===== config.mk =====
export PLATFORM = sky130hd
export DESIGN_NAME = rms_level_meter_core_flat
export DESIGN_NICKNAME = d
export VERILOG_FILES = /design/src/hdl/rlm_pkg.sv /design/src/hdl/rlm_if.sv /design/src/hdl/rlm_front.sv /design/src/hdl/rlm_queue.sv /design/src/hdl/rlm_back.sv /design/src/hdl/rms_level_meter_core.sv /design/src/flat_wrapper.sv
export SDC_FILE = /design/constraint.sdc
export NUM_CORES = 2
export LEC_CHECK = 0
export BUFFER_PORTS_ARGS = -buffer_cell sky130_fd_sc_hd__buf_2
export CAP_MARGIN = 20
export CORE_MARGIN = 8
export CORE_UTILIZATION = 50
export CTS_CLUSTER_SIZE = 20
export DETAILED_ROUTE_END_ITERATION = 7
export PLACE_DENSITY = 0.66
export SETUP_SLACK_MARGIN = 0.4
export SYNTH_ARGS = -nofsm -noshare
export SYNTH_HDL_FRONTEND = slang
export SYNTH_HIERARCHICAL = 1
export SYNTH_SLANG_ARGS = --single-unit

===== constraint.sdc =====
create_clock -name clk -period 28 [get_ports clk]
set_input_delay 8.4 -clock clk [delete_from_list [all_inputs] [get_ports clk]]
set_output_delay 8.4 -clock clk [all_outputs]
set_load 0.03 [all_outputs]

===== src/hdl/rlm_pkg.sv =====
// Shared constants and types of the RMS level meter.
`timescale 1ns / 1ps

package rlm_pkg;

    // Block limits and sample format
    localparam int MAX_BLOCK   = 4096;
    localparam int SAMPLE_BITS = 24;

    // Fixed port field widths
    localparam int SAMPLE_W = 24;
    localparam int RMS_W    = 24;
    localparam int COUNT_W  = 13;

    // Internal widths
    localparam int CNT_W  = $clog2(MAX_BLOCK + 1);
    localparam int SQ_W   = 2 * SAMPLE_BITS - 1;
    localparam int SUM_W  = 2 * SAMPLE_BITS - 2 + CNT_W;
    localparam int MEAN_W = 2 * SAMPLE_BITS - 1;
    localparam int RAD_W  = 2 * SAMPLE_BITS;
    localparam int STEP_W = $clog2(SUM_W);

    // One closed block, handed from the accumulator to the root unit
    typedef struct packed {
        logic [SUM_W-1:0] square_sum;
        logic [CNT_W-1:0] count;
        logic             overflow;
    } block_t;

endpackage


===== src/hdl/rlm_if.sv =====
// Stream interfaces for the sample and result channels.
`timescale 1ns / 1ps

interface rlm_in_if;
    logic                         valid;
    logic                         ready;
    logic signed [rlm_pkg::SAMPLE_W-1:0] sample;
    logic                         last;

    modport source (output valid, output sample, output last, input ready);
    modport sink   (input valid, input sample, input last, output ready);
endinterface

interface rlm_out_if;
    logic                        valid;
    logic                        ready;
    logic [rlm_pkg::RMS_W-1:0]   rms;
    logic [rlm_pkg::COUNT_W-1:0] sample_count;
    logic                        overflow;

    modport source (output valid, output rms, output sample_count, output overflow,
                    input ready);
    modport sink   (input valid, input rms, input sample_count, input overflow,
                    output ready);
endinterface


===== src/hdl/rlm_front.sv =====
// Sample front end: square each sample and accumulate the block.
`timescale 1ns / 1ps

module rlm_front
(
    input  logic                 clk,
    input  logic                 rst_n,
    rlm_in_if.sink               samples,
    output logic                 push_valid,
    output rlm_pkg::block_t      push_data,
    input  logic                 queue_full
);

    logic                          a_valid_reg, a_valid_next;
    logic [rlm_pkg::SQ_W-1:0]      a_sq_reg;
    logic                          a_last_reg;

    logic [rlm_pkg::SUM_W-1:0]     sum_reg, sum_next, sum_acc;
    logic [rlm_pkg::CNT_W-1:0]     count_reg, count_next, count_acc;
    logic                          ovf_reg, ovf_next, ovf_acc;

    logic [rlm_pkg::SAMPLE_BITS-1:0] raw;
    logic [rlm_pkg::SAMPLE_BITS-1:0] mag;
    logic [2*rlm_pkg::SAMPLE_BITS-1:0] sq_full;
    logic                          take;
    logic                          b_adv;
    logic                          add_ok;

    // Magnitude of the low SAMPLE_BITS bits; the most negative code maps to 2^(bits-1)
    assign raw     = samples.sample[rlm_pkg::SAMPLE_BITS-1:0];
    assign mag     = raw[rlm_pkg::SAMPLE_BITS-1] ? (~raw + 1'b1) : raw;
    assign sq_full = mag * mag;

    // Stage B retires a beat unless it closes a block and the queue is full
    assign b_adv         = a_valid_reg && (!a_last_reg || !queue_full);
    assign samples.ready = !a_valid_reg || b_adv;
    assign take          = samples.valid && samples.ready;

    always_comb
    begin
        add_ok    = (count_reg < rlm_pkg::CNT_W'(rlm_pkg::MAX_BLOCK));
        sum_acc   = add_ok ? (sum_reg + rlm_pkg::SUM_W'(a_sq_reg)) : sum_reg;
        count_acc = add_ok ? (count_reg + 1'b1) : count_reg;
        ovf_acc   = ovf_reg || !add_ok;

        push_valid           = b_adv && a_last_reg;
        push_data.square_sum = sum_acc;
        push_data.count      = count_acc;
        push_data.overflow   = ovf_acc;

        a_valid_next = take ? 1'b1 : (b_adv ? 1'b0 : a_valid_reg);

        sum_next   = sum_reg;
        count_next = count_reg;
        ovf_next   = ovf_reg;
        if (b_adv)
        begin
            if (a_last_reg)
            begin
                sum_next   = '0;
                count_next = '0;
                ovf_next   = 1'b0;
            end
            else
            begin
                sum_next   = sum_acc;
                count_next = count_acc;
                ovf_next   = ovf_acc;
            end
        end
    end

    always_ff @(posedge clk or negedge rst_n)
    begin
        if (!rst_n)
        begin
            a_valid_reg <= 1'b0;
            sum_reg     <= '0;
            count_reg   <= '0;
            ovf_reg     <= 1'b0;
        end
        else
        begin
            a_valid_reg <= a_valid_next;
            sum_reg     <= sum_next;
            count_reg   <= count_next;
            ovf_reg     <= ovf_next;
        end
    end

    always_ff @(posedge clk)
    begin
        if (take)
        begin
            a_sq_reg   <= sq_full[rlm_pkg::SQ_W-1:0];
            a_last_reg <= samples.last;
        end
    end

endmodule


===== src/hdl/rlm_queue.sv =====
// Two-entry queue of closed blocks between the front end and the root unit.
`timescale 1ns / 1ps

module rlm_queue
(
    input  logic            clk,
    input  logic            rst_n,
    input  logic            push_valid,
    input  rlm_pkg::block_t push_data,
    output logic            full,
    output logic            pop_valid,
    output rlm_pkg::block_t pop_data,
    input  logic            pop
);

    rlm_pkg::block_t entry_reg [2];
    logic            wr_ptr_reg, rd_ptr_reg;
    logic [1:0]      fill_reg, fill_next;
    logic            do_push, do_pop;

    assign full      = (fill_reg == 2'd2);
    assign pop_valid = (fill_reg != 2'd0);
    assign pop_data  = entry_reg[rd_ptr_reg];
    assign do_push   = push_valid && !full;
    assign do_pop    = pop && pop_valid;

    always_comb
    begin
        fill_next = fill_reg;
        if (do_push && !do_pop)
        begin
            fill_next = fill_reg + 1'b1;
        end
        else if (do_pop && !do_push)
        begin
            fill_next = fill_reg - 1'b1;
        end
    end

    always_ff @(posedge clk or negedge rst_n)
    begin
        if (!rst_n)
        begin
            wr_ptr_reg <= 1'b0;
            rd_ptr_reg <= 1'b0;
            fill_reg   <= 2'd0;
        end
        else
        begin
            fill_reg <= fill_next;
            if (do_push)
            begin
                wr_ptr_reg <= !wr_ptr_reg;
            end
            if (do_pop)
            begin
                rd_ptr_reg <= !rd_ptr_reg;
            end
        end
    end

    always_ff @(posedge clk)
    begin
        if (do_push)
        begin
            entry_reg[wr_ptr_reg] <= push_data;
        end
    end

endmodule


===== src/hdl/rlm_back.sv =====
// Root unit: serial divide of the block sum by its count, then serial square root.
`timescale 1ns / 1ps

module rlm_back
(
    input  logic            clk,
    input  logic            rst_n,
    input  logic            pop_valid,
    input  rlm_pkg::block_t pop_data,
    output logic            pop,
    rlm_out_if.source       results
);

    typedef enum logic [3:0] {
        ST_IDLE = 4'b0001,
        ST_DIV  = 4'b0010,
        ST_SQRT = 4'b0100,
        ST_OUT  = 4'b1000
    } state_t;

    localparam int SB = rlm_pkg::SAMPLE_BITS;

    state_t                        state_reg, state_next;
    logic [rlm_pkg::STEP_W-1:0]    step_reg, step_next;

    logic [rlm_pkg::SUM_W-1:0]     dividend_reg, dividend_next;
    logic [rlm_pkg::SUM_W-1:0]     quo_reg, quo_next;
    logic [rlm_pkg::CNT_W-1:0]     rem_reg, rem_next;
    logic [rlm_pkg::CNT_W-1:0]     divisor_reg, divisor_next;

    logic [rlm_pkg::RAD_W-1:0]     rad_reg, rad_next;
    logic [SB:0]                   srem_reg, srem_next;
    logic [SB-1:0]                 root_reg, root_next;

    logic                          ovf_reg, ovf_next;

    logic [rlm_pkg::CNT_W:0]       div_shift;
    logic [rlm_pkg::CNT_W:0]       div_diff;
    logic                          div_ge;
    logic [SB+2:0]                 sq_shift;
    logic [SB+2:0]                 sq_trial;
    logic [SB+2:0]                 sq_diff;
    logic                          sq_ge;

    // One quotient bit per cycle; remainder stays below the divisor
    assign div_shift = {rem_reg, dividend_reg[rlm_pkg::SUM_W-1]};
    assign div_diff  = div_shift - {1'b0, divisor_reg};
    assign div_ge    = (div_shift >= {1'b0, divisor_reg});

    // One root bit per cycle, two radicand bits consumed per step
    assign sq_shift = {srem_reg, rad_reg[rlm_pkg::RAD_W-1 -: 2]};
    assign sq_trial = {1'b0, root_reg, 2'b01};
    assign sq_diff  = sq_shift - sq_trial;
    assign sq_ge    = (sq_shift >= sq_trial);

    assign pop                  = (state_reg == ST_IDLE) && pop_valid;
    assign results.valid        = (state_reg == ST_OUT);
    assign results.rms          = rlm_pkg::RMS_W'(root_reg);
    assign results.sample_count = rlm_pkg::COUNT_W'(divisor_reg);
    assign results.overflow     = ovf_reg;

    always_comb
    begin
        state_next    = state_reg;
        step_next     = step_reg;
        dividend_next = dividend_reg;
        quo_next      = quo_reg;
        rem_next      = rem_reg;
        divisor_next  = divisor_reg;
        rad_next      = rad_reg;
        srem_next     = srem_reg;
        root_next     = root_reg;
        ovf_next      = ovf_reg;

        case (state_reg)
            ST_IDLE:
            begin
                if (pop_valid)
                begin
                    dividend_next = pop_data.square_sum;
                    divisor_next  = pop_data.count;
                    ovf_next      = pop_data.overflow;
                    rem_next      = '0;
                    quo_next      = '0;
                    step_next     = rlm_pkg::STEP_W'(rlm_pkg::SUM_W - 1);
                    state_next    = ST_DIV;
                end
            end
            ST_DIV:
            begin
                rem_next      = div_ge ? div_diff[rlm_pkg::CNT_W-1:0]
                                       : div_shift[rlm_pkg::CNT_W-1:0];
                quo_next      = {quo_reg[rlm_pkg::SUM_W-2:0], div_ge};
                dividend_next = {dividend_reg[rlm_pkg::SUM_W-2:0], 1'b0};
                step_next     = step_reg - 1'b1;
                if (step_reg == '0)
                begin
                    // An empty block reports zero
                    rad_next   = (divisor_reg == '0) ? '0
                               : {1'b0, quo_next[rlm_pkg::MEAN_W-1:0]};
                    srem_next  = '0;
                    root_next  = '0;
                    step_next  = rlm_pkg::STEP_W'(SB - 1);
                    state_next = ST_SQRT;
                end
            end
            ST_SQRT:
            begin
                srem_next = sq_ge ? sq_diff[SB:0] : sq_shift[SB:0];
                root_next = {root_reg[SB-2:0], sq_ge};
                rad_next  = {rad_reg[rlm_pkg::RAD_W-3:0], 2'b00};
                step_next = step_reg - 1'b1;
                if (step_reg == '0)
                begin
                    state_next = ST_OUT;
                end
            end
            ST_OUT:
            begin
                if (results.ready)
                begin
                    state_next = ST_IDLE;
                end
            end
            default:
            begin
                state_next = ST_IDLE;
            end
        endcase
    end

    always_ff @(posedge clk or negedge rst_n)
    begin
        if (!rst_n)
        begin
            state_reg <= ST_IDLE;
            step_reg  <= '0;
        end
        else
        begin
            state_reg <= state_next;
            step_reg  <= step_next;
        end
    end

    always_ff @(posedge clk)
    begin
        dividend_reg <= dividend_next;
        quo_reg      <= quo_next;
        rem_reg      <= rem_next;
        divisor_reg  <= divisor_next;
        rad_reg      <= rad_next;
        srem_reg     <= srem_next;
        root_reg     <= root_next;
        ovf_reg      <= ovf_next;
    end

endmodule


===== src/hdl/rms_level_meter_core.sv =====
// Top level of the block RMS level meter.
`timescale 1ns / 1ps

// Block RMS meter. Each sample beat is squared and added to the running sum
// of the current block; a beat with last set closes the block and yields one
// result beat carrying floor(sqrt(floor(sum / count))), the sample count and
// an overflow flag. Samples beyond MAX_BLOCK in one block are not summed or
// counted; they set the overflow flag instead. The front end takes one sample
// per cycle while intake does not stall. A closed block then passes through a
// two-entry queue to the root unit, which loads it, runs a one-bit-per-cycle
// divide over SUM_W quotient bits and a one-bit-per-cycle square root giving
// SAMPLE_BITS root bits, and then presents the result. Sample intake stalls
// only when a block closes while two earlier blocks still wait in the queue.

module rms_level_meter_core
(
    input  logic      clk,
    input  logic      rst_n,
    rlm_in_if.sink    samples,
    rlm_out_if.source results
);

    logic            push_valid;
    rlm_pkg::block_t push_data;
    logic            queue_full;
    logic            pop_valid;
    rlm_pkg::block_t pop_data;
    logic            pop;

    // Square and accumulate; hand each closed block to the queue
    rlm_front u_front
    (
        .clk        (clk),
        .rst_n      (rst_n),
        .samples    (samples),
        .push_valid (push_valid),
        .push_data  (push_data),
        .queue_full (queue_full)
    );

    // Decouple intake from the long-running root unit
    rlm_queue u_queue
    (
        .clk        (clk),
        .rst_n      (rst_n),
        .push_valid (push_valid),
        .push_data  (push_data),
        .full       (queue_full),
        .pop_valid  (pop_valid),
        .pop_data   (pop_data),
        .pop        (pop)
    );

    // Divide, take the root, and hold the result beat until it is taken
    rlm_back u_back
    (
        .clk       (clk),
        .rst_n     (rst_n),
        .pop_valid (pop_valid),
        .pop_data  (pop_data),
        .pop       (pop),
        .results   (results)
    );

endmodule


===== src/flat_wrapper.sv =====
// flat-port wrapper written by rule: the top's interface ports become plain ports
module rms_level_meter_core_flat 
  (clk, rst_n, samples_valid, samples_sample, samples_last, samples_ready, results_valid, results_rms, results_sample_count, results_overflow, results_ready);
  rlm_in_if samples_i ();
  rlm_out_if results_i ();
  input  logic clk;
  input  logic rst_n;
  input wire logic [$bits(samples_i.valid)-1:0] samples_valid;
  input wire logic [$bits(samples_i.sample)-1:0] samples_sample;
  input wire logic [$bits(samples_i.last)-1:0] samples_last;
  output wire logic [$bits(samples_i.ready)-1:0] samples_ready;
  output wire logic [$bits(results_i.valid)-1:0] results_valid;
  output wire logic [$bits(results_i.rms)-1:0] results_rms;
  output wire logic [$bits(results_i.sample_count)-1:0] results_sample_count;
  output wire logic [$bits(results_i.overflow)-1:0] results_overflow;
  input wire logic [$bits(results_i.ready)-1:0] results_ready;
  assign samples_i.valid = samples_valid;
  assign samples_i.sample = samples_sample;
  assign samples_i.last = samples_last;
  assign samples_ready = samples_i.ready;
  assign results_valid = results_i.valid;
  assign results_rms = results_i.rms;
  assign results_sample_count = results_i.sample_count;
  assign results_overflow = results_i.overflow;
  assign results_i.ready = results_ready;
  rms_level_meter_core u_core (.clk(clk), .rst_n(rst_n), .samples(samples_i), .results(results_i));
endmodule

Word-level counts from Yosys, hierarchy flattened
Memory sizes are Yosys's and may differ from the RTL's. Cells that the tools add are included.

Bits in registers: 365. Latch bits: 0. Bits in writable memories: 146. Bits in read-only memories: 0. Bits of input ports: 29. Output and inout bits: 40. Logic and storage cells: 109. Memories: 1.

Memory list: u_core.u_queue.entry_reg (words 2, bits a word 73, read ports 1, clocked after Yosys merged registers in 0, wr ports 1, line rlm_queue.sv:16) `rlm_pkg::block_t entry_reg [2];`.

$add $sub $neg: 8. Multipliers: 1. Divide/modulo/power cells: 0. Order comparisons: 3. Eq/ne operators: 9. Shift-type cells: 0. Multiplexer cells: 35. Bitwise gates (word level): 1. Reductions and logical operators: 32.

Operators by type and width (count): two-way mux 59 bit (3); case mux 59 bit (2 select lines) (1); case mux 48 bit (2 select lines) (1); case mux 46 bit (2 select lines) (1); adder 59 x 47 -> 59 bit (1); two-way mux 13 bit (4); two-way mux 25 bit (2); case mux 25 bit (2 select lines) (1); two-way mux 24 bit (2); two-way mux 48 bit (1); case mux 24 bit (2 select lines) (1); multiplier 24 x 24 -> 47 bit (1); two-way mux 47 bit (1); two-way mux 46 bit (1); >= comparator 27 x 26 -> 1 bit (1); case mux 13 bit (2 select lines) (1); subtractor 25 bit (1); adder 24 x 1 -> 24 bit (second input constant) (1); NOT 24 bit (1); case mux 6 bit (3 select lines) (1); two-way mux 4 bit (4); case mux 4 bit (4 select lines) (1); >= comparator 14 x 13 -> 1 bit (1); adder 13 x 1 -> 13 bit (second input constant) (1); 24 further kinds (55).

Depth between registers and ports, before layout
Depth after elaboration: 10. Depth in mapped cells: 36. Depth with buffers taken out: 34.

Modules after synthesis
Netlist, hierarchy kept.

By module, submodules not included: rlm_front (instances 1, cells an instance 2636, area an instance 23864.1 µm², sequential area each 3263.1 µm²); rlm_back (instances 1, cells an instance 1009, area an instance 11602.4 µm², sequential area each 7128.1 µm²); rlm_queue (instances 1, cells an instance 246, area an instance 5715.5 µm², sequential area each 4484.3 µm²).

Worst setup path before layout
Ideal clock, no wire load.

Path type: input to register. From: in samples_sample[0]. To: reg u_core/u_front/a_sq_reg[45] in the netlist's numbering, data pin. Library setup time: 258 ps. Arrival time: 16356 ps. Required time: 27742 ps. Path slack: 11387 ps. Stages on the path: 34. Buffers on the path: 3. Path through: clkbuf_1 inv_1 clkbuf_1 ha_1 nand3_1 o41a_1 xnor2_1 inv_1 clkbuf_1 nand2_1 fa_1 fa_1 inv_1 fa_1 inv_1 fa_1 inv_1 fa_1 fa_1 inv_1 fa_1 inv_1 ha_1 a21o_1 a21o_1 a21oi_1 o21ai_0 a2111oi_0 a211oi_1 nand3_1 a41oi_1 o21a_1 nor2_1 xnor2_1.

Longest elaborated chain between the ends: 4.

RTL lines: start, declared (line flat_wrapper.sv:9) `input wire logic [$bits(samples_i.sample)-1:0] samples_sample;`; NOT 24 bit (line rlm_front.sv:31) `assign mag = raw[rlm_pkg::SAMPLE_BITS-1] ? (~raw + 1'b1) : raw;`; adder 24 x 1 -> 24 bit (line rlm_front.sv:31); two-way mux 24 bit * (line rlm_front.sv:31); multiplier 24 x 24 -> 47 bit * (line rlm_front.sv:32) `assign sq_full = mag * mag;`; via u_core.u_front.sq_full, one bit (line rlm_front.sv:24) `logic [2*rlm_pkg::SAMPLE_BITS-1:0] sq_full;`; end signal, assigned (line rlm_front.sv:95) `a_sq_reg <= sq_full[rlm_pkg::SQ_W-1:0];`; end, declared (line rlm_front.sv:15) `logic [rlm_pkg::SQ_W-1:0] a_sq_reg;`.

Mark *: on every way through the listed nets, which the timed path passes. The rest lies on a longest branch. A chain may end at the register's enable or synchronous reset.

Final worst setup path
From: in samples_sample[0]. To: reg u_core/u_front/a_sq_reg[46] in the netlist's numbering, data pin.

Same word-level chain as after synthesis.

==> reports/metrics.cfg <==
[run_status]
status = completed

[sta]
worst_pin_slew_ns = 1.17
hold_violations = 0
rsz0062_at_grt = no
max_freq_mhz = 57.6
finalCriticalPeriod_ns = 17.36
setup_violations = 0
clock-skew-final_ns = 0.0335
tns_ns = 0
maxSlewViolCount = 0
slew-limit-headroom_pct = 21.5
finalCritPeriodShare_pct = 62.0

[clocking]
numCtsBuffers = 49
cts.repair.resized = 0
cts-root-buf = clkbuf_16
hold_buffers = 0
clkTransAtPathRegs_ns = 0.06
clock_latency_ns = 0.60
cts_setup_buffers = 0
cts_sinks = 510
cts_buffer_depth = 3
htreeDepth = 2
cts_tree = yes

[synth]
synth_edf_count = 422
yosys.area_share.simple_pct = 11.1
synthAdderAreaFrac_pct = 28.5
synth-seq-cells = 510
syn_area_um2 = 41200
synth_mux_area_share_pct = 3.32
synth.distinct_cells = 93
synth-compound-area-share_pct = 9.91
syn_area_per_cell_um2 = 10.6
synthCells = 3891
yosysWarnings = 6
synthXorXnorAreaFrac_pct = 3.74
yosysSeqAreaShare_pct = 36.1
ys.flop_type = edfxtp_1
ys_async_sr_fraction_pct = 17.3
synth_top_family_by_area = adder cells

[placed_design]
dp_hpwl_um = 66400
gp_congestion = 0.913
portBuffers = 68
dp_cells = 4942

[cells_and_area]
final_nets = 4637
nFillCells = 7086
largest_register_ffs = 146
drive_gt1_share_pct = 7.97
area_growth_pct = 7.85
stdcell_count = 5037
insertedDiodeCount = 0

[routing]
vias = 27200
drc = 0
vias_per_cell = 5.39
drt_iter0_markers = 1648
antenna_left = 0
drt-total-wl_um = 89600
dr.pass1.iters = 5
wire_per_inst_um = 17.8

[die]
core_um2 = 81800
rows = 105
die_width_um = 303
die_h_um = 303
top_level_ports = 69
initial_core_util_pct = 50.3
dieArea_um2 = 91800

[global_route]
grt_start_max_net_pins = 110
grt_antenna_before_repair = 0
grt_pass1_wl_um = 147000
first_global_vias = 27900
grt_usage_pct = 19.7
grt_overflow = 0

[critical_path]
cp_max_fo = 16
path_class = primary input to register
critPathLaunchType = primary input
worst_ep_required_time_ns = 28.32
critPathSlowestCell = fa_1
cp-end-kind = register
slowest_delay_ns = 0.54
crit_arrival_ns = 17.68
cpMostUsedCell = fa_1

[job]
maxCapViolations = 0

[hold_path]
hold_path_class = register to register

routing by layer:
layer	track usage, %	routed length [um]	vias to the layer above
met3	2.60	4700	129
met5	0	0	-
met1	27.1	40700	13400
li1	-	-	12900
met2	33.0	42200	670
met4	4.65	2010	0
final timing paths:
check | startpoint | to | slack (ns) | depth (start not counted)
worst max register to register | u_core/u_front/a_sq_reg[0]$_DFFE_PP_ | u_core/u_queue/entry_reg[1][60]$_DFFE_PP_ | 23.86 | 13
min in group asynchronous | rst_n | u_core/u_front/sum_reg[5]$_DFFE_PN0P_ | 7.82 | 1
worst min register to register | u_core/u_back/dividend_reg[21]$_DFFE_PP_ | u_core/u_back/dividend_reg[22]$_DFFE_PP_ | 0.50 | 2
worst min-delay path | u_core/u_back/dividend_reg[21]$_DFFE_PP_ | u_core/u_back/dividend_reg[22]$_DFFE_PP_ | 0.50 | 2
max in group asynchronous | rst_n | u_core/u_front/sum_reg[45]$_DFFE_PN0P_ | 19.08 | 2
worst max-delay path | samples_sample[0] | u_core/u_front/a_sq_reg[46]$_DFFE_PP_ | 10.64 | 31
synthesized netlist by cell type, types with 12 or more instances:
cell type	count	share of area [%]
xnor2_1	114	2.4
o21a_1	25	0.46
fa_1	426	21
mux2_2	20	0.55
nor3_1	29	0.35
inv_1	628	5.7
mux2_4	60	2.2
a21o_1	75	1.4
dfrtp_1	87	5.3
ha_1	256	7.8
and2_1	57	0.87
a31oi_1	21	0.32
nand3_1	40	0.49
edfxtp_1	422	31
xor2_1	60	1.3
clkbuf_1	116	1.1
o21ai_0	118	1.4
o21ai_1	15	0.18
a21oi_1	125	1.5
mux2i_1	24	0.58
a22o_1	79	1.7
nand2_1	498	4.5
and3_1	24	0.36
nor2b_1	22	0.33
o21bai_1	17	0.31
nand4_1	22	0.33
nor2_1	274	2.5
o31ai_1	12	0.22
nand2b_1	21	0.32
critical path, delay by kind of cell:
kind            cells  cell delay [ns]
buf+inv             7             1.52
simple gates        5             0.87
fa+ha+maj           9             4.28
compound gates      8             1.99
xor+xnor            2             0.61
cells by family (layout without fill, tap and decap cells):
logic type | after synthesis | after routing
DFF | 510 | 510
buffers and inverters | 775 | 836
xor gates and xnor gates | 175 | 175
adders and majority gates | 682 | 682
and+or+nand+nor | 1042 | 1042
AOI/OAI and AO/OA | 601 | 601
other | 2 | 17
muxes | 104 | 104
area by class of cell:
class / instances / area, um^2 / area share (%)
well taps: 1070 / 1340 / 3.01
inverters: 631 / 2370 / 5.33
multi-input cells: 2621 / 23400 / 52.8
repair buffers: 113 / 726 / 1.63
flip-flops and latches: 510 / 14900 / 33.5
clock inverters: 30 / 359 / 0.808
clock buffers: 62 / 1310 / 2.94
per-stage QoR:
step	setup slack, ns	hold slack (ns)	utilization, %	instance area (um^2)
3_5_place_dp	10.19	0.474	52.2	42700
4_1_cts	10.80	0.493	54.2	44300
2_1_floorplan	11.39	0.447	-	41200
5_1_grt	10.17	0.524	54.3	44400
6_report	10.64	0.496	54.3	44400
3_3_place_gp	9.68	0.473	52.1	42700
cells in the final DEF, fill, tap and decap left out, types with 67 or more instances in the layout:
| master | instances |
|---|---|
| edfxtp_1 | 422 |
| a22o_1 | 79 |
| inv_1 | 628 |
| nor2_1 | 272 |
| o21ai_0 | 117 |
| a21oi_1 | 125 |
| xnor2_1 | 114 |
| fa_1 | 426 |
| ha_1 | 256 |
| nand2_1 | 496 |
| dfrtp_1 | 85 |
| buf_2 | 67 |
| a21o_1 | 75 |
Power is not shown: default switching activity piles up to over one toggle a cycle in this logic, so the estimate is an artifact.
